### config.mk
export PLATFORM = sky130hd
export DESIGN_NAME = utf8_display_width
export DESIGN_NICKNAME = d
export VERILOG_FILES = /design/src/rtl/udw_pkg.sv /design/src/rtl/udw_front.sv /design/src/rtl/udw_queue.sv /design/src/rtl/udw_back.sv /design/src/rtl/utf8_display_width.sv
export SDC_FILE = /design/constraint.sdc
export NUM_CORES = 1
export LEC_CHECK = 0
export ABC_CLOCK_PERIOD_IN_PS = 5370
export BUFFER_PORTS_ARGS = -buffer_cell sky130_fd_sc_hd__buf_4
export CELL_PAD_IN_SITES_DETAIL_PLACEMENT = 1
export CELL_PAD_IN_SITES_GLOBAL_PLACEMENT = 2
export CORE_MARGIN = 2
export CORE_UTILIZATION = 38
export DETAILED_ROUTE_END_ITERATION = 10
export GPL_TIMING_DRIVEN = 0
export PLACE_DENSITY = 0.76
export SYNTH_ARGS = -nofsm -noshare
export SYNTH_HDL_FRONTEND = slang
export SYNTH_HIERARCHICAL = 1
export SYNTH_SLANG_ARGS = --single-unit
### constraint.sdc
create_clock -name aclk -period 5.37 [get_ports aclk]
set_input_delay 0.2685 -clock aclk [delete_from_list [all_inputs] [get_ports aclk]]
set_output_delay 0.2685 -clock aclk [all_outputs]
set_load 0.05 [all_outputs]
### src/rtl/udw_pkg.sv
// Shared types, range tables and the column classifier for the display width block.
package udw_pkg;

    localparam int CP_BITS     = 21;
    localparam int QUEUE_DEPTH = 4;
    localparam int QPTR_BITS   = $clog2(QUEUE_DEPTH);
    localparam int QCNT_BITS   = $clog2(QUEUE_DEPTH + 1);
    localparam int OUT_BITS    = 16;
    localparam int ZERO_RANGES = 8;
    localparam int WIDE_RANGES = 17;

    // Lead byte classes
    localparam logic [7:0] LEAD2_MIN = 8'hC0;
    localparam logic [7:0] LEAD3_MIN = 8'hE0;
    localparam logic [7:0] LEAD4_MIN = 8'hF0;

    typedef logic [CP_BITS-1:0] cp_t;

    // One decoded event handed from the decoder to the accumulator
    typedef struct packed {
        logic has_cp;
        cp_t  cp;
        logic last;
    } cp_event_t;

    localparam cp_t ZERO_LO [ZERO_RANGES] = '{
        21'h00000, 21'h0007F, 21'h00300, 21'h0200B,
        21'h020D0, 21'h0FE00, 21'h0FE20, 21'hE0100
    };
    localparam cp_t ZERO_HI [ZERO_RANGES] = '{
        21'h0001F, 21'h0009F, 21'h0036F, 21'h0200F,
        21'h020FF, 21'h0FE0F, 21'h0FE2F, 21'hE01EF
    };
    localparam cp_t WIDE_LO [WIDE_RANGES] = '{
        21'h01100, 21'h02329, 21'h02E80, 21'h03040, 21'h03250, 21'h04E00,
        21'h0A960, 21'h0AC00, 21'h0F900, 21'h0FE10, 21'h0FE30, 21'h0FF01,
        21'h0FFE0, 21'h1B000, 21'h1F200, 21'h1F300, 21'h20000
    };
    localparam cp_t WIDE_HI [WIDE_RANGES] = '{
        21'h0115F, 21'h0232A, 21'h0303E, 21'h03247, 21'h04DBF, 21'h0A4C6,
        21'h0A97C, 21'h0D7A3, 21'h0FAFF, 21'h0FE19, 21'h0FE6B, 21'h0FF60,
        21'h0FFE6, 21'h1B001, 21'h1F251, 21'h1F64F, 21'h3FFFD
    };

    // Columns taken by one code point: zero-width test first, then wide
    function automatic logic [1:0] cp_cols(input cp_t cp);
        logic is_zero;
        logic is_wide;
        is_zero = 1'b0;
        is_wide = 1'b0;
        for (int i = 0; i < ZERO_RANGES; i++) begin
            if (cp >= ZERO_LO[i] && cp <= ZERO_HI[i]) begin
                is_zero = 1'b1;
            end
        end
        for (int i = 0; i < WIDE_RANGES; i++) begin
            if (cp >= WIDE_LO[i] && cp <= WIDE_HI[i]) begin
                is_wide = 1'b1;
            end
        end
        if (is_zero) begin
            return 2'd0;
        end else if (is_wide) begin
            return 2'd2;
        end
        return 2'd1;
    endfunction

endpackage

### src/rtl/udw_front.sv
// Front end: accepts string bytes and assembles UTF-8 code points.
module udw_front (
    input  logic                 aclk,
    input  logic                 aresetn,
    input  logic                 s_tvalid,
    output logic                 s_tready,
    input  logic [7:0]           s_tdata,   // byte_value
    input  logic                 s_tlast,   // last_byte
    input  logic                 q_full,
    output logic                 q_push,
    output udw_pkg::cp_event_t   q_event
);
    import udw_pkg::*;

    logic [1:0] pending_reg, pending_next;
    cp_t        accum_reg, accum_next;
    logic       accept;
    logic       emit;
    cp_t        cp_new;
    logic [1:0] pend_new;

    assign s_tready = !q_full;
    assign accept   = s_tvalid && s_tready;

    // Decode the byte against the current sequence state
    always_comb begin
        cp_new   = accum_reg;
        pend_new = pending_reg;
        emit     = 1'b0;
        if (pending_reg == 2'd0) begin
            if (s_tdata < LEAD2_MIN) begin
                cp_new = CP_BITS'(s_tdata);
                emit   = 1'b1;
            end else if (s_tdata < LEAD3_MIN) begin
                cp_new   = CP_BITS'(s_tdata[4:0]);
                pend_new = 2'd1;
            end else if (s_tdata < LEAD4_MIN) begin
                cp_new   = CP_BITS'(s_tdata[3:0]);
                pend_new = 2'd2;
            end else begin
                cp_new   = CP_BITS'(s_tdata[2:0]);
                pend_new = 2'd3;
            end
        end else begin
            cp_new   = {accum_reg[CP_BITS-7:0], s_tdata[5:0]};
            pend_new = pending_reg - 2'd1;
            emit     = (pend_new == 2'd0);
        end
        // A truncated sequence still counts what was assembled
        if (s_tlast && pend_new != 2'd0) begin
            emit = 1'b1;
        end
    end

    // Clear the sequence state at the end of each string
    always_comb begin
        pending_next = pending_reg;
        accum_next   = accum_reg;
        if (accept) begin
            if (s_tlast) begin
                pending_next = 2'd0;
                accum_next   = '0;
            end else begin
                pending_next = pend_new;
                accum_next   = cp_new;
            end
        end
    end

    always_ff @(posedge aclk) begin
        if (!aresetn) begin
            pending_reg <= 2'd0;
            accum_reg   <= '0;
        end else begin
            pending_reg <= pending_next;
            accum_reg   <= accum_next;
        end
    end

    // Hand a code point or end-of-string marker to the queue
    assign q_push         = accept && (emit || s_tlast);
    assign q_event.has_cp = emit;
    assign q_event.cp     = cp_new;
    assign q_event.last   = s_tlast;

endmodule

### src/rtl/udw_queue.sv
// Short queue of decoded code point items between the front and back ends.
module udw_queue (
    input  logic                 aclk,
    input  logic                 aresetn,
    input  logic                 push,
    input  udw_pkg::cp_event_t   push_data,
    output logic                 full,
    input  logic                 pop,
    output logic                 not_empty,
    output udw_pkg::cp_event_t   head
);
    import udw_pkg::*;

    cp_event_t              slots_reg [QUEUE_DEPTH];
    logic [QPTR_BITS-1:0]   wr_ptr_reg, wr_ptr_next;
    logic [QPTR_BITS-1:0]   rd_ptr_reg, rd_ptr_next;
    logic [QCNT_BITS-1:0]   count_reg, count_next;

    assign full      = (count_reg == QCNT_BITS'(QUEUE_DEPTH));
    assign not_empty = (count_reg != '0);
    assign head      = slots_reg[rd_ptr_reg];

    // Advance pointers and count
    always_comb begin
        wr_ptr_next = wr_ptr_reg;
        rd_ptr_next = rd_ptr_reg;
        count_next  = count_reg;
        if (push) begin
            wr_ptr_next = wr_ptr_reg + 1'b1;
        end
        if (pop) begin
            rd_ptr_next = rd_ptr_reg + 1'b1;
        end
        if (push && !pop) begin
            count_next = count_reg + 1'b1;
        end else if (pop && !push) begin
            count_next = count_reg - 1'b1;
        end
    end

    always_ff @(posedge aclk) begin
        if (!aresetn) begin
            wr_ptr_reg <= '0;
            rd_ptr_reg <= '0;
            count_reg  <= '0;
        end else begin
            wr_ptr_reg <= wr_ptr_next;
            rd_ptr_reg <= rd_ptr_next;
            count_reg  <= count_next;
        end
    end

    // Store the pushed item
    always_ff @(posedge aclk) begin
        if (push) begin
            slots_reg[wr_ptr_reg] <= push_data;
        end
    end

`ifndef SYNTHESIS
    a_no_overflow: assert property (@(posedge aclk) disable iff (!aresetn)
        push |-> (!full || pop))
        else $error("queue written while full");
    a_no_underflow: assert property (@(posedge aclk) disable iff (!aresetn)
        pop |-> not_empty)
        else $error("queue read while empty");
    a_count_bound: assert property (@(posedge aclk) disable iff (!aresetn)
        count_reg <= QCNT_BITS'(QUEUE_DEPTH))
        else $error("queue count out of range");
    a_count_track: assert property (@(posedge aclk) disable iff (!aresetn)
        (push && !pop) |=> count_reg == $past(count_reg) + 1'b1)
        else $error("queue count missed a push");
`endif

endmodule

### src/rtl/udw_back.sv
// Back end: classifies code points, keeps the saturating sum and holds the result.
module udw_back #(
    parameter int WIDTH_BITS = 16
) (
    input  logic                 aclk,
    input  logic                 aresetn,
    input  logic                 q_not_empty,
    input  udw_pkg::cp_event_t   q_head,
    output logic                 q_pop,
    output logic                 m_tvalid,
    input  logic                 m_tready,
    output logic [15:0]          m_tdata,   // total_width
    output logic                 m_tuser    // width_saturated
);
    import udw_pkg::*;

    localparam logic [WIDTH_BITS:0] SUM_MAX = {1'b0, {WIDTH_BITS{1'b1}}};

    logic [WIDTH_BITS-1:0] sum_reg, sum_next;
    logic                  sat_reg, sat_next;
    logic                  out_valid_reg, out_valid_next;
    logic [OUT_BITS-1:0]   out_data_reg, out_data_next;
    logic                  out_sat_reg, out_sat_next;
    logic [1:0]            cols;
    logic [WIDTH_BITS:0]   sum_add;
    logic [WIDTH_BITS-1:0] sum_new;
    logic                  sat_new;
    logic [31:0]           sum_wide;

    // Take the head item unless its result would overwrite a waiting one
    assign q_pop = q_not_empty && (!q_head.last || !out_valid_reg || m_tready);

    // Classify and add with saturation
    always_comb begin
        cols    = q_head.has_cp ? cp_cols(q_head.cp) : 2'd0;
        sum_add = {1'b0, sum_reg} + (WIDTH_BITS + 1)'(cols);
        sum_new = sum_reg;
        sat_new = sat_reg;
        if (q_head.has_cp) begin
            if (sum_add >= SUM_MAX) begin
                sum_new = SUM_MAX[WIDTH_BITS-1:0];
                sat_new = 1'b1;
            end else begin
                sum_new = sum_add[WIDTH_BITS-1:0];
            end
        end
        sum_wide = 32'(sum_new);
    end

    // Update the sum and the output register
    always_comb begin
        sum_next       = sum_reg;
        sat_next       = sat_reg;
        out_valid_next = out_valid_reg;
        out_data_next  = out_data_reg;
        out_sat_next   = out_sat_reg;
        if (m_tready) begin
            out_valid_next = 1'b0;
        end
        if (q_pop) begin
            if (q_head.last) begin
                sum_next       = '0;
                sat_next       = 1'b0;
                out_valid_next = 1'b1;
                out_data_next  = sum_wide[OUT_BITS-1:0];
                out_sat_next   = sat_new;
            end else begin
                sum_next = sum_new;
                sat_next = sat_new;
            end
        end
    end

    always_ff @(posedge aclk) begin
        if (!aresetn) begin
            sum_reg       <= '0;
            sat_reg       <= 1'b0;
            out_valid_reg <= 1'b0;
        end else begin
            sum_reg       <= sum_next;
            sat_reg       <= sat_next;
            out_valid_reg <= out_valid_next;
        end
    end

    always_ff @(posedge aclk) begin
        out_data_reg <= out_data_next;
        out_sat_reg  <= out_sat_next;
    end

    assign m_tvalid = out_valid_reg;
    assign m_tdata  = out_data_reg;
    assign m_tuser  = out_sat_reg;

`ifndef SYNTHESIS
    a_sat_value: assert property (@(posedge aclk) disable iff (!aresetn)
        (out_valid_reg && out_sat_reg) |->
            out_data_reg == 16'(32'(SUM_MAX[WIDTH_BITS-1:0])))
        else $error("saturated result does not hold the maximum");
    a_sum_bound: assert property (@(posedge aclk) disable iff (!aresetn)
        (sum_reg == SUM_MAX[WIDTH_BITS-1:0]) |-> sat_reg)
        else $error("sum at maximum without saturation flag");
    a_clear_after_last: assert property (@(posedge aclk) disable iff (!aresetn)
        (q_pop && q_head.last) |=> (sum_reg == '0 && !sat_reg && out_valid_reg))
        else $error("string end did not clear the sum and post a result");
`endif

endmodule

### src/rtl/utf8_display_width.sv
// Top level of the UTF-8 string display width block.
//
// Usage:
//   The input channel (s_*) takes one string byte per item in s_tdata, with
//   s_tlast high on the final byte. Empty strings are not sent.
//   The result channel (m_*) gives one item per string: the saturated display
//   width in m_tdata and the saturation flag in m_tuser.
// Throughput: one byte per cycle; the decoder takes a byte every cycle while
//   the four-entry item queue has room.
// Result path: the last byte's item is written into the item queue; when the
//   back end pops it, the output register is loaded and m_tvalid rises.
// Stall: while a result waits on m_tready the accumulator keeps draining
//   bytes of the next string; only that string's last item waits, and the
//   input stalls once the queue fills.
// Reset: aresetn low clears the decoder, queue, sum and output valid; the
//   block is ready the cycle after reset is released.
module utf8_display_width #(
    parameter int WIDTH_BITS = 16
) (
    input  logic        aclk,
    input  logic        aresetn,
    input  logic        s_tvalid,
    output logic        s_tready,
    input  logic [7:0]  s_tdata,   // byte_value
    input  logic        s_tlast,   // last_byte
    output logic        m_tvalid,
    input  logic        m_tready,
    output logic [15:0] m_tdata,   // total_width
    output logic        m_tuser    // width_saturated
);
    import udw_pkg::*;

    logic      q_full;
    logic      q_push;
    logic      q_pop;
    logic      q_not_empty;
    cp_event_t q_in;
    cp_event_t q_head;

    udw_front u_front (
        .aclk     (aclk),
        .aresetn  (aresetn),
        .s_tvalid (s_tvalid),
        .s_tready (s_tready),
        .s_tdata  (s_tdata),
        .s_tlast  (s_tlast),
        .q_full   (q_full),
        .q_push   (q_push),
        .q_event  (q_in)
    );

    udw_queue u_queue (
        .aclk      (aclk),
        .aresetn   (aresetn),
        .push      (q_push),
        .push_data (q_in),
        .full      (q_full),
        .pop       (q_pop),
        .not_empty (q_not_empty),
        .head      (q_head)
    );

    udw_back #(
        .WIDTH_BITS (WIDTH_BITS)
    ) u_back (
        .aclk        (aclk),
        .aresetn     (aresetn),
        .q_not_empty (q_not_empty),
        .q_head      (q_head),
        .q_pop       (q_pop),
        .m_tvalid    (m_tvalid),
        .m_tready    (m_tready),
        .m_tdata     (m_tdata),
        .m_tuser     (m_tuser)
    );

endmodule

### Yosys cells after proc, flatten, opt, wreduce, memory -nomap -nowiden

Memories as Yosys holds them, arrays and structs flattened. A register that Yosys moved wholly into a read port is not among the register bits.
Cells that the tools add are included.

* register bits: 59
* bits in latches: 0
* memory bits (writable): 92
* bits in read-only memories: 0
* input port bits: 13
* output and inout bits: 19
* word-level logic and storage cells: 176
* memories: 1

* add/subtract/negate cells: 6
* multiply operators: 0
* divide/modulo/power cells: 0
* order comparisons: 54
* equal/unequal tests: 1
* shifts and indexed selects: 0
* muxes and demuxes: 59
* bitwise operators: 0
* reductions and logical operators: 45

Memories
* u_queue.slots_reg: depth 4, bits a word 23, rd ports 1, clocked after Yosys merged registers in 1, write ports 1, line udw_queue.sv:14 `cp_event_t slots_reg [QUEUE_DEPTH];`

Operators with widths (number)
* $le A21 B16 Y1 const B: 10
* $ge A21 B16 Y1 const B: 9
* $ge A21 B14 Y1 const B: 6
* $le A21 B14 Y1 const B: 5
* $ge A21 B17 Y1 const B: 3
* $le A21 B17 Y1 const B: 3
* $mux W21: 3
* $mux W16: 3
* $mux W1: 39
* $logic_and A1 B1 Y1: 31
* $lt A8 B8 Y1 const B: 3
* $ge A21 B1 Y1 const B: 1
* $ge A21 B10 Y1 const B: 1
* $ge A21 B13 Y1 const B: 1
* $ge A21 B15 Y1 const B: 1
* $ge A21 B18 Y1 const B: 1
* $ge A21 B20 Y1 const B: 1
* $ge A21 B7 Y1 const B: 1
* $le A21 B10 Y1 const B: 1
* $le A21 B13 Y1 const B: 1
* $le A21 B15 Y1 const B: 1
* $le A21 B18 Y1 const B: 1
* $le A21 B20 Y1 const B: 1
* $le A21 B5 Y1 const B: 1
* other kinds (18): 37

### Depth between registers and ports, before layout

Gate-level depths: netlist of run 1.

* depth after elaboration: 28
* mapped depth: 23
* gate-level depth less buffers: 17

### Cells and area by module

Netlist of run 1, hierarchy kept.

By module, submodules not included
* udw_queue: instances 1, cells an instance 163, area each 3799.9 µm², seq. area each 2942.8 µm²
* udw_back: instances 1, cells an instance 433, area each 3216.8 µm², seq. area each 870.8 µm²
* udw_front: instances 1, cells an instance 117, area each 964.7 µm², seq. area each 340.3 µm²

### Worst setup path after synthesis of run 1

No wires, ideal clock.

* kind: register to register
* from: reg (tool-made name)
* to: reg u_back.out_sat_reg, in the netlist u_back/m_tuser (data pin)
* setup time: 127 ps
* arrival: 4998 ps
* data required time: 5243 ps
* path slack: 246 ps
* cell stages (with the launch flop): 19
* path buffers: 4
* clock period less this slack: 5124 ps
* path through: dfxtp_1 -> buf_6 -> buf_12 -> mux4_2 -> or4_1 -> or4_1 -> or2_0 -> o31ai_1 -> a31oi_1 -> and4_1 -> ha_1 -> fa_1 -> clkbuf_1 -> nor2_1 -> o311ai_0 -> a211o_1 -> o41ai_4 -> buf_6 -> or2_2

RTL lines
* to (signal assigned): line udw_back.sv:88 `out_sat_reg <= out_sat_next;`
* to (decl): line udw_back.sv:23 `logic out_sat_reg, out_sat_next;`

==> flow_summary_export.csv, run 1 <==
group,metric,value,unit
logic_synthesis,post_synthesis_net_count,735,
placed_design,dp_slack,-1.252,ns
timing,worstMarginPinSlew,1.314,ns
logic_synthesis,muxShareOfSynthArea,0.07274,
timing,timing_hold_violations_final,0,
routing,postRouteAntennaNets,0,
pwr,power_density,471.0,nW/um^2
final_layout,area.growth.synth_to_final,21.81,%
logic_synthesis,postSynth.topFlopCell,"sky130_fd_sc_hd__edfxtp_1",
die,core_rows,53,
final_layout,layout.nets,816,
placed_design,dp.cells,1019,
die,floorplan.initialDensity,0.3833,
logic_synthesis,post_synth_xor_area_fraction,0.02085,
placed_design,portBuffers,31,
timing,slew-limit-headroom,0.1242,
global_routing,wire_length_of_the_first_global_routing_pass,35450,um
worst_setup_path,worstPathArrival,5.75,ns
die,design.core.area,20820,um^2
worst_setup_path,critical_path.endpoint_type,"flop",
logic_synthesis,synth_edf_count,109,
final_layout,instances_no_fill,1082,
routing,met3_wirelength,676,um
logic_synthesis,yosysWarnings,6,
clock_network,cts.path.max_buffers,2,
final_layout,diodes,0,
routing,detail_route.first_pass.iterations,7,
worst_setup_path,setup.worst_path.class,"reg2reg",
routing,top_layer,"met4",
clock_network,clk_pin_slew_worst_paths,0.07,ns
timing,post_layout_min_period,5.397,ns
die,die-height,148.9,um
timing,worst_slack,-0.02668,ns
timing,clock.fmax,185.3,MHz
logic_synthesis,syn_avg_cell_area,11.19,um^2
die,io-pin-count,32,
worst_setup_path,critical-path-slowest-cell,"sky130_fd_sc_hd__or4_4",
routing,routedWlPerCell,21.38,um
global_routing,grt_max_degree,24,
worst_setup_path,path_common_cell,"sky130_fd_sc_hd__buf_6",
pwr,vdd.ir_drop.worst,0.2418,mV
timing,finClkSkew,0.01273,ns
pwr,swShare,0.3987,
global_routing,groute.usage.overall,0.2118,
global_routing,antenna_violations_before_repair,0,
logic_synthesis,synthTopCellsByArea,"sky130_fd_sc_hd__edfxtp_1, sky130_fd_sc_hd__dfxtp_1, sky130_fd_sc_hd__mux4_2",
timing,setup-violations-final,6,
logic_synthesis,distinct_cell_type_count_of_the_synthesized_netlist,81,
timing,fin_crit_sh,1.005,
placed_design,globalplace.congestion,0.9162,
worst_setup_path,crit_path_cell_trace,"buf_8 > buf_6 > buf_16 > buf_6 > mux4_2 > nor3_4 > nand4b_1 > or4_4 > a41oi_2 > nand4_1 > nor4_4 > and4_4 > ha_4 > fa_2 > nand2_4 > or4_4 > nor2_4 > nand3_1 > o41ai_4 > buf_6 > clkbuf_16 > a21oi_2 > a21oi_2",
run,number_of_maximum_capacitance_violations,0,
routing,drc,0,
logic_synthesis,synth_seq_cells,153,
logic_synthesis,yosys.area.top_type,"sky130_fd_sc_hd__edfxtp_1",
worst_setup_path,crit_path_max_incr_delay,0.58,ns
pwr,clock_power_share,0.251,
worst_setup_path,critical_path_required,5.73,ns
routing,drt_iter0_drc,489,
die,fp.dieArea,22180,um^2
global_routing,globalRouteOverflowTotal,0,
logic_synthesis,share_of_the_synthesized_area_in_compound_gates_ao_oa_aoi_oai,0.1207,
clock_network,clk_latency,0.43,ns
logic_synthesis,area_fraction_of_the_dominant_cell_type_after_synthesis,0.4101,
clock_network,clock_tree.htree_level_count,4,
pwr,int_power,2.753,mW
routing,route.met2.wl,11660,um
global_routing,via_count_of_the_first_global_routing_pass,6381,
clock_network,clock-root-buffer,"sky130_fd_sc_hd__clkbuf_16",
pwr,power.share.combinational,0.427,
logic_synthesis,synth_top_family_by_area,"simple AND/OR/NAND/NOR gates",
routing,route.layer.met1.wl,10170,um
clock_network,tritoncts_sinks,153,
clock_network,number_of_buffers_added_by_the_clock_tree_synthesis_step,17,
logic_synthesis,synth_seq_area_share,0.5205,
final_layout,final.fill_count,2269,
timing,holdWs,0.1468,ns
pwr,power.static_leakage,3.551,nW
run_status,failed_checks,"setup timing",
routing,via_count,6032,
die,die_width,148.9,um
logic_synthesis,netlist_area_before_placement,7981,um^2
final_layout,max_ffs_per_register,92,
logic_synthesis,synth_adder_area_share,0.01599,
routing,post_drt_via_cell_ratio,5.575,
pwr,power.switching,1.826,mW
logic_synthesis,async_flop_share,0,
logic_synthesis,post_synth_inst_count,713,
timing,grt_setup_unrepaired,"true",
logic_synthesis,synth-simple-area-share,0.1983,
final_layout,post-route-util,0.4669,
worst_setup_path,worst_setup_path_start_kind,"flop",
routing,finalWirelength,23130,um
pwr,p_seq_frac,0.322,
placed_design,dp_hpwl,15770,um
worst_setup_path,worstPathMaxFanout,6,
timing,final-max-slew-violation-count,0,
clock_network,clock_tree_from_tritoncts,"yes",
min_path,hold_class,"in2reg",
pwr,report.power.total,4.579,mW
final_layout,fraction_of_final_layout_cells_sized_beyond_drive_strength_1,0.2751,
run_status,status,"finished with violations",
[cell usage after synthesis, types with 5 or more instances]
| cell | instances |
|---|---|
| sky130_fd_sc_hd__o21ai_2 | 6 |
| sky130_fd_sc_hd__nor2_1 | 41 |
| sky130_fd_sc_hd__and2_1 | 17 |
| sky130_fd_sc_hd__or3_1 | 6 |
| sky130_fd_sc_hd__mux4_2 | 20 |
| sky130_fd_sc_hd__nor2_2 | 6 |
| sky130_fd_sc_hd__a21oi_1 | 29 |
| sky130_fd_sc_hd__nor3_1 | 17 |
| sky130_fd_sc_hd__nand2_1 | 63 |
| sky130_fd_sc_hd__nor3b_1 | 5 |
| sky130_fd_sc_hd__a21boi_0 | 12 |
| sky130_fd_sc_hd__o21ai_0 | 32 |
| sky130_fd_sc_hd__xnor2_1 | 12 |
| sky130_fd_sc_hd__and3_1 | 11 |
| sky130_fd_sc_hd__or2_2 | 5 |
| sky130_fd_sc_hd__nand4_1 | 12 |
| sky130_fd_sc_hd__nor4_1 | 10 |
| sky130_fd_sc_hd__or4_1 | 7 |
| sky130_fd_sc_hd__nand2b_1 | 8 |
| sky130_fd_sc_hd__xor2_1 | 7 |
| sky130_fd_sc_hd__buf_6 | 5 |
| sky130_fd_sc_hd__ha_1 | 7 |
| sky130_fd_sc_hd__nand4b_1 | 6 |
| sky130_fd_sc_hd__nor2b_1 | 5 |
| sky130_fd_sc_hd__edfxtp_1 | 109 |
| sky130_fd_sc_hd__clkbuf_1 | 32 |
| sky130_fd_sc_hd__o21ai_1 | 5 |
| sky130_fd_sc_hd__inv_1 | 22 |
| sky130_fd_sc_hd__a31oi_1 | 7 |
| sky130_fd_sc_hd__buf_4 | 9 |
| sky130_fd_sc_hd__buf_2 | 7 |
| sky130_fd_sc_hd__nand3b_1 | 6 |
| sky130_fd_sc_hd__and2_4 | 10 |
| sky130_fd_sc_hd__nand3_1 | 34 |
| sky130_fd_sc_hd__dfxtp_1 | 44 |
[what timing repair did]
item                                    CTS  global route
gates cloned                              1             1
hold buffers                              0             0
pin swaps                                14            17
gates resized for setup                  52            39
endpoints found under the hold margin     0             0
buffers inserted                         17            15
endpoints found under the setup margin   34            29
[final timing paths]
kind	start	end	slack (ns)	cells past startpoint
worst min-delay path	s_tdata[0]	u_queue/slots_reg[1][1]	0.15	2
worst max register to register	flop	u_back/sat_reg	-0.03	23
worst min register to register	u_front/accum_reg[9]	u_front/accum_reg[9]	0.46	2
worst max-delay path	flop	u_back/sat_reg	-0.03	23
[kinds of logic after synthesis]
family / count (synthesis)
adder cells (fa/ha/maj): 9
buffers and inverters: 78
multiplexers: 28
XOR/XNOR: 19
AND/OR/NAND/NOR: 285
flip-flops: 153
AO/OA/AOI/OAI: 141
[metal layers]
metal  vias to the layer above  track usage
li1                       2845            -
met1                      3037       0.2658
met2                       113       0.3581
met3                        37      0.04159
met4                         0      0.08952
met5                         -            0
[power by group through the flow]
stage,combinational [mW],clock (mW),sequential [mW]
after floorplan,0.985,0,1.65
final,1.96,1.15,1.47
after detailed placement,1.66,0,1.50
after CTS,1.85,1.17,1.48
after global placement,1.62,0,1.49
after global routing,2.09,1.22,1.49
[cell usage in the layout, fill, tap and decap left out, drive strengths merged, types with 12 or more instances in the layout]
cell / count
edfxtp: 109
buf: 88
nand2: 63
clkbuf: 48
nor2: 47
dfxtp: 44
o21ai: 43
nand3: 35
a21oi: 32
inv: 31
and2: 28
mux4: 23
nor3: 17
nand4: 13
xnor2: 12
a21boi: 12
[critical path: cells and delay by family, from the launching register on]
family,cells,cell delay (ns)
AOI/OAI and AO/OA,4,0.46
adders and majority gates,2,0.48
buffers and inverters,6,0.79
DFF,1,0.34
muxes,1,0.53
and+or+nand+nor,10,2.72
[per-stage QoR]
stage          setup TNS (ns)  instance area, um^2
2_1_floorplan               0                 7981
3_3_place_gp           -38.40                 8558
3_5_place_dp           -35.22                 8558
4_1_cts               -0.1543                 9464
5_1_grt                -2.924                 9722
6_report             -0.06921                 9722
[area by class of cell]
cell class                 instances  area [um^2]  area share
buffer                            53        361.6     0.03719
clock buffer                      18        429.2     0.04414
clock inverter                    14        127.6     0.01313
inverter                          22        82.58    0.008494
multi-input combinational        482         3656      0.3761
sequential                       153         4155      0.4274
tap                              275        344.1     0.03539
timing repair buffer              65        565.5     0.05817
Power figures use the tool's default switching activity.
==> inputs of run 2 (changes only) <==
--- a/config.mk
+++ b/config.mk
@@ -6,14 +6,14 @@
 export NUM_CORES = 1
 export LEC_CHECK = 0
 export ABC_CLOCK_PERIOD_IN_PS = 5370
-export BUFFER_PORTS_ARGS = -buffer_cell sky130_fd_sc_hd__buf_4
 export CELL_PAD_IN_SITES_DETAIL_PLACEMENT = 1
 export CELL_PAD_IN_SITES_GLOBAL_PLACEMENT = 2
 export CORE_MARGIN = 2
-export CORE_UTILIZATION = 38
+export CORE_UTILIZATION = 39
 export DETAILED_ROUTE_END_ITERATION = 10
+export DONT_BUFFER_PORTS = 1
 export GPL_TIMING_DRIVEN = 0
-export PLACE_DENSITY = 0.76
+export PLACE_DENSITY_LB_ADDON = 0.1
 export SYNTH_ARGS = -nofsm -noshare
 export SYNTH_HDL_FRONTEND = slang
 export SYNTH_HIERARCHICAL = 1
==> run 2 against run 1 <==
  * The run now ends clean
  * Setup slack gained 0.043 ns
  * Power grew 0.83%
  * Sequential power grew 12%
  * Global-route usage grew 0.61 points
  * Core utilization grew 1.3 points
  * Non-clock buffer count shrank 17
  * Clock power grew 5%
  * Critical path type unchanged
==> flow_summary_export.csv, run 2 (same netlist as run 1, synthesis figures left out) <==
group,metric,value,unit
die,design.core.area,20170,um^2
die,core_rows,52,
global_routing,via_count_of_the_first_global_routing_pass,6392,
placed_design,placement.cell_area,8319,um^2
global_routing,wire_length_of_the_first_global_routing_pass,36250,um
global_routing,antenna_violations_before_repair,0,
timing,clock.fmax,186.8,MHz
timing,grt_setup_unrepaired,"true",
placed_design,dp_hpwl,15980,um
worst_setup_path,setup.worst_path.class,"reg2reg",
die,fp.dieArea,21630,um^2
timing,final-max-slew-violation-count,0,
routing,postRouteAntennaNets,0,
placed_design,dp_slack,-1.385,ns
timing,post_layout_min_period,5.353,ns
min_path,holdPathStages,2,
worst_setup_path,worst_setup_path_start_kind,"flop",
routing,via_count,6127,
clock_network,number_of_buffers_added_by_the_clock_tree_synthesis_step,17,
min_path,worst_hold_path.endpoint,"u_front/accum_reg[2]",
final_layout,final_cell_mix,"sky130_fd_sc_hd__edfxtp_1, sky130_fd_sc_hd__nand2_1, sky130_fd_sc_hd__buf_4",
final_layout,max_ffs_per_register,92,
die,die-height,147.1,um
min_path,hold_class,"in2reg",
worst_setup_path,worstPathMaxFanout,7,
routing,drc,0,
pwr,vdd.ir_drop.worst,0.2046,mV
min_path,worstHoldStart,"s_tdata[2]",
final_layout,final_instance_area,9676,um^2
pwr,power_density,477.2,nW/um^2
routing,drt_iter0_drc,397,
timing,worst_slack,0.01677,ns
clock_network,cts.path.max_buffers,2,
timing,holdWs,0.02794,ns
run_status,status,"completed",
worst_setup_path,worst_r2r_path_depth,23,
pwr,swShare,0.3963,
pwr,power.switching,1.830,mW
worst_setup_path,worst-r2r-setup-slack,0.02,ns
final_layout,layout.nets,799,
pwr,power.static_leakage,3.511,nW
global_routing,grt_max_degree,24,
timing,timing_hold_violations_final,0,
die,die_width,147.1,um
clock_network,clk_latency,0.42,ns
final_layout,area.growth.synth_to_final,21.23,%
final_layout,most_frequent_standard_cell_in_the_layout_excluding_fill_and_tap_cells,"sky130_fd_sc_hd__edfxtp_1",
worst_setup_path,r2r_end,"u_back/sum_reg[4]",
placed_design,portBuffers,0,
pwr,int_power,2.787,mW
run,number_of_maximum_capacitance_violations,0,
worst_setup_path,critical_path.endpoint_type,"flop",
timing,setup-violations-final,0,
die,io-pin-count,32,
final_layout,fraction_of_final_layout_cells_sized_beyond_drive_strength_1,0.2797,
pwr,clock_power_share,0.263,
clock_network,clock_tree_from_tritoncts,"yes",
timing,fin_crit_sh,0.9969,
timing,slew-limit-headroom,0.08966,
die,floorplan.initialDensity,0.3957,
timing,worstMarginPinSlew,1.366,ns
timing,sum_of_negative_setup_slack,0,ns
routing,detail_route.first_pass.iterations,4,
global_routing,groute.usage.overall,0.2179,
routing,routedWlPerCell,21.93,um
clock_network,clk_pin_slew_worst_paths,0.07,ns
final_layout,final.fill_count,2199,
routing,finalWirelength,23240,um
final_layout,diodes,0,
pwr,power.share.combinational,0.380,
pwr,p_seq_frac,0.357,
placed_design,globalplace.congestion,0.9187,
clock_network,clock_tree.htree_level_count,4,
global_routing,globalRouteOverflowTotal,0,
routing,post_drt_via_cell_ratio,5.780,
clock_network,tritoncts_sinks,153,
timing,finClkSkew,0.01039,ns
worst_setup_path,worstPathArrival,5.70,ns
worst_setup_path,critical_path_required,5.72,ns
clock_network,clock-root-buffer,"sky130_fd_sc_hd__clkbuf_16",
[run 2: cell types whose count changed in the layout (fill, tap and decap cells not counted), moves of 3 or more]
| cell | previous run | this run |
|---|---|---|
| sky130_fd_sc_hd__buf_4 | 68 | 48 |
| sky130_fd_sc_hd__buf_6 | 8 | 11 |
| sky130_fd_sc_hd__clkbuf_1 | 21 | 13 |
| sky130_fd_sc_hd__clkbuf_2 | 6 | 12 |
| sky130_fd_sc_hd__nor2_1 | 38 | 34 |
| sky130_fd_sc_hd__nor2_4 | 2 | 6 |
| sky130_fd_sc_hd__nor3_2 | 0 | 3 |
| sky130_fd_sc_hd__o21ai_0 | 26 | 23 |
| sky130_fd_sc_hd__o21ai_2 | 7 | 10 |
[run 2: cell type report]
type                            instances  area, um^2  area share
Tap cell                              270       337.8     0.03492
Clock buffer                           17       425.4     0.04397
Sequential cell                       153        4155      0.4295
Multi-Input combinational cell        482        3705      0.3829
Buffer                                 53       361.6     0.03737
Timing Repair Buffer                   48       434.2     0.04487
Clock inverter                         15       173.9     0.01797
Inverter                               22       82.58    0.008535
[run 2: how the worst max path moves through the flow]
stage	start	end	slack [ns]	cells after the start
after floorplan	flop	u_back/m_tuser	0.25	18
after global placement	flop	u_back/m_tdata[0]	-1.42	19
after detailed placement	flop	u_back/m_tdata[6]	-1.38	19
after CTS	flop	u_back/sum_reg[11]	0.003	22
after global routing	flop	u_back/sum_reg[4]	-0.12	23
final	flop	u_back/sum_reg[4]	0.02	23
[run 2: layer usage]
layer	global-route usage	vias to the layer above	wire, um
li1	-	2812	-
met1	0.2812	3163	10270
met2	0.3780	122	11810
met3	0.04130	30	717
met4	0.05721	0	442
met5	0	-	0
[run 2: repair_timing]
item / in CTS / in global routing
endpoints found under the hold margin: 10 / 0
pin swaps: 13 / 30
gates cloned: 2 / 1
hold buffers: 1 / 0
setup endpoints to repair: 34 / 28
gates resized for setup: 59 / 57
setup buffers: 17 / 27
[run 2: power by group through the flow]
stage | Clock [mW] | Combinational [mW] | Sequential [mW]
finish | 1.21 | 1.76 | 1.65
global route | 1.29 | 1.89 | 1.66
detailed placement | 0 | 1.41 | 1.67
CTS | 1.24 | 1.60 | 1.65
floorplan | 0 | 0.985 | 1.65
global placement | 0 | 1.38 | 1.66
[run 2: per-stage QoR]
stage / power, mW / util / instances
6_report: 4.617 / 0.4797 / 1060
5_1_grt: 4.840 / 0.4797 / 1060
4_1_cts: 4.490 / 0.4607 / 1033
3_5_place_dp: 3.081 / 0.4125 / 983
3_3_place_gp: 3.044 / 0.4125 / 983
2_1_floorplan: 2.635 / - / 713
[run 2: worst max-delay path: stages, from the launching register on]
cell,delay [ns]
sky130_fd_sc_hd__dfxtp_2,0.34
sky130_fd_sc_hd__buf_12,0.14
sky130_fd_sc_hd__buf_12,0.13
sky130_fd_sc_hd__mux4_2,0.56
sky130_fd_sc_hd__buf_6,0.15
sky130_fd_sc_hd__nor4b_4,0.31
sky130_fd_sc_hd__nand4_1,0.16
sky130_fd_sc_hd__buf_4,0.17
sky130_fd_sc_hd__or4_4,0.43
sky130_fd_sc_hd__a311o_1,0.39
sky130_fd_sc_hd__nand4_1,0.13
sky130_fd_sc_hd__nor4_4,0.08
sky130_fd_sc_hd__nor2_2,0.23
sky130_fd_sc_hd__buf_4,0.17
sky130_fd_sc_hd__fa_2,0.34
sky130_fd_sc_hd__nand2_4,0.12
sky130_fd_sc_hd__or4_4,0.56
sky130_fd_sc_hd__nor2_4,0.13
sky130_fd_sc_hd__nand3_1,0.14
sky130_fd_sc_hd__o41ai_4,0.09
sky130_fd_sc_hd__buf_6,0.18
sky130_fd_sc_hd__buf_8,0.13
sky130_fd_sc_hd__a21oi_2,0.05
sky130_fd_sc_hd__o21ai_2,0.13
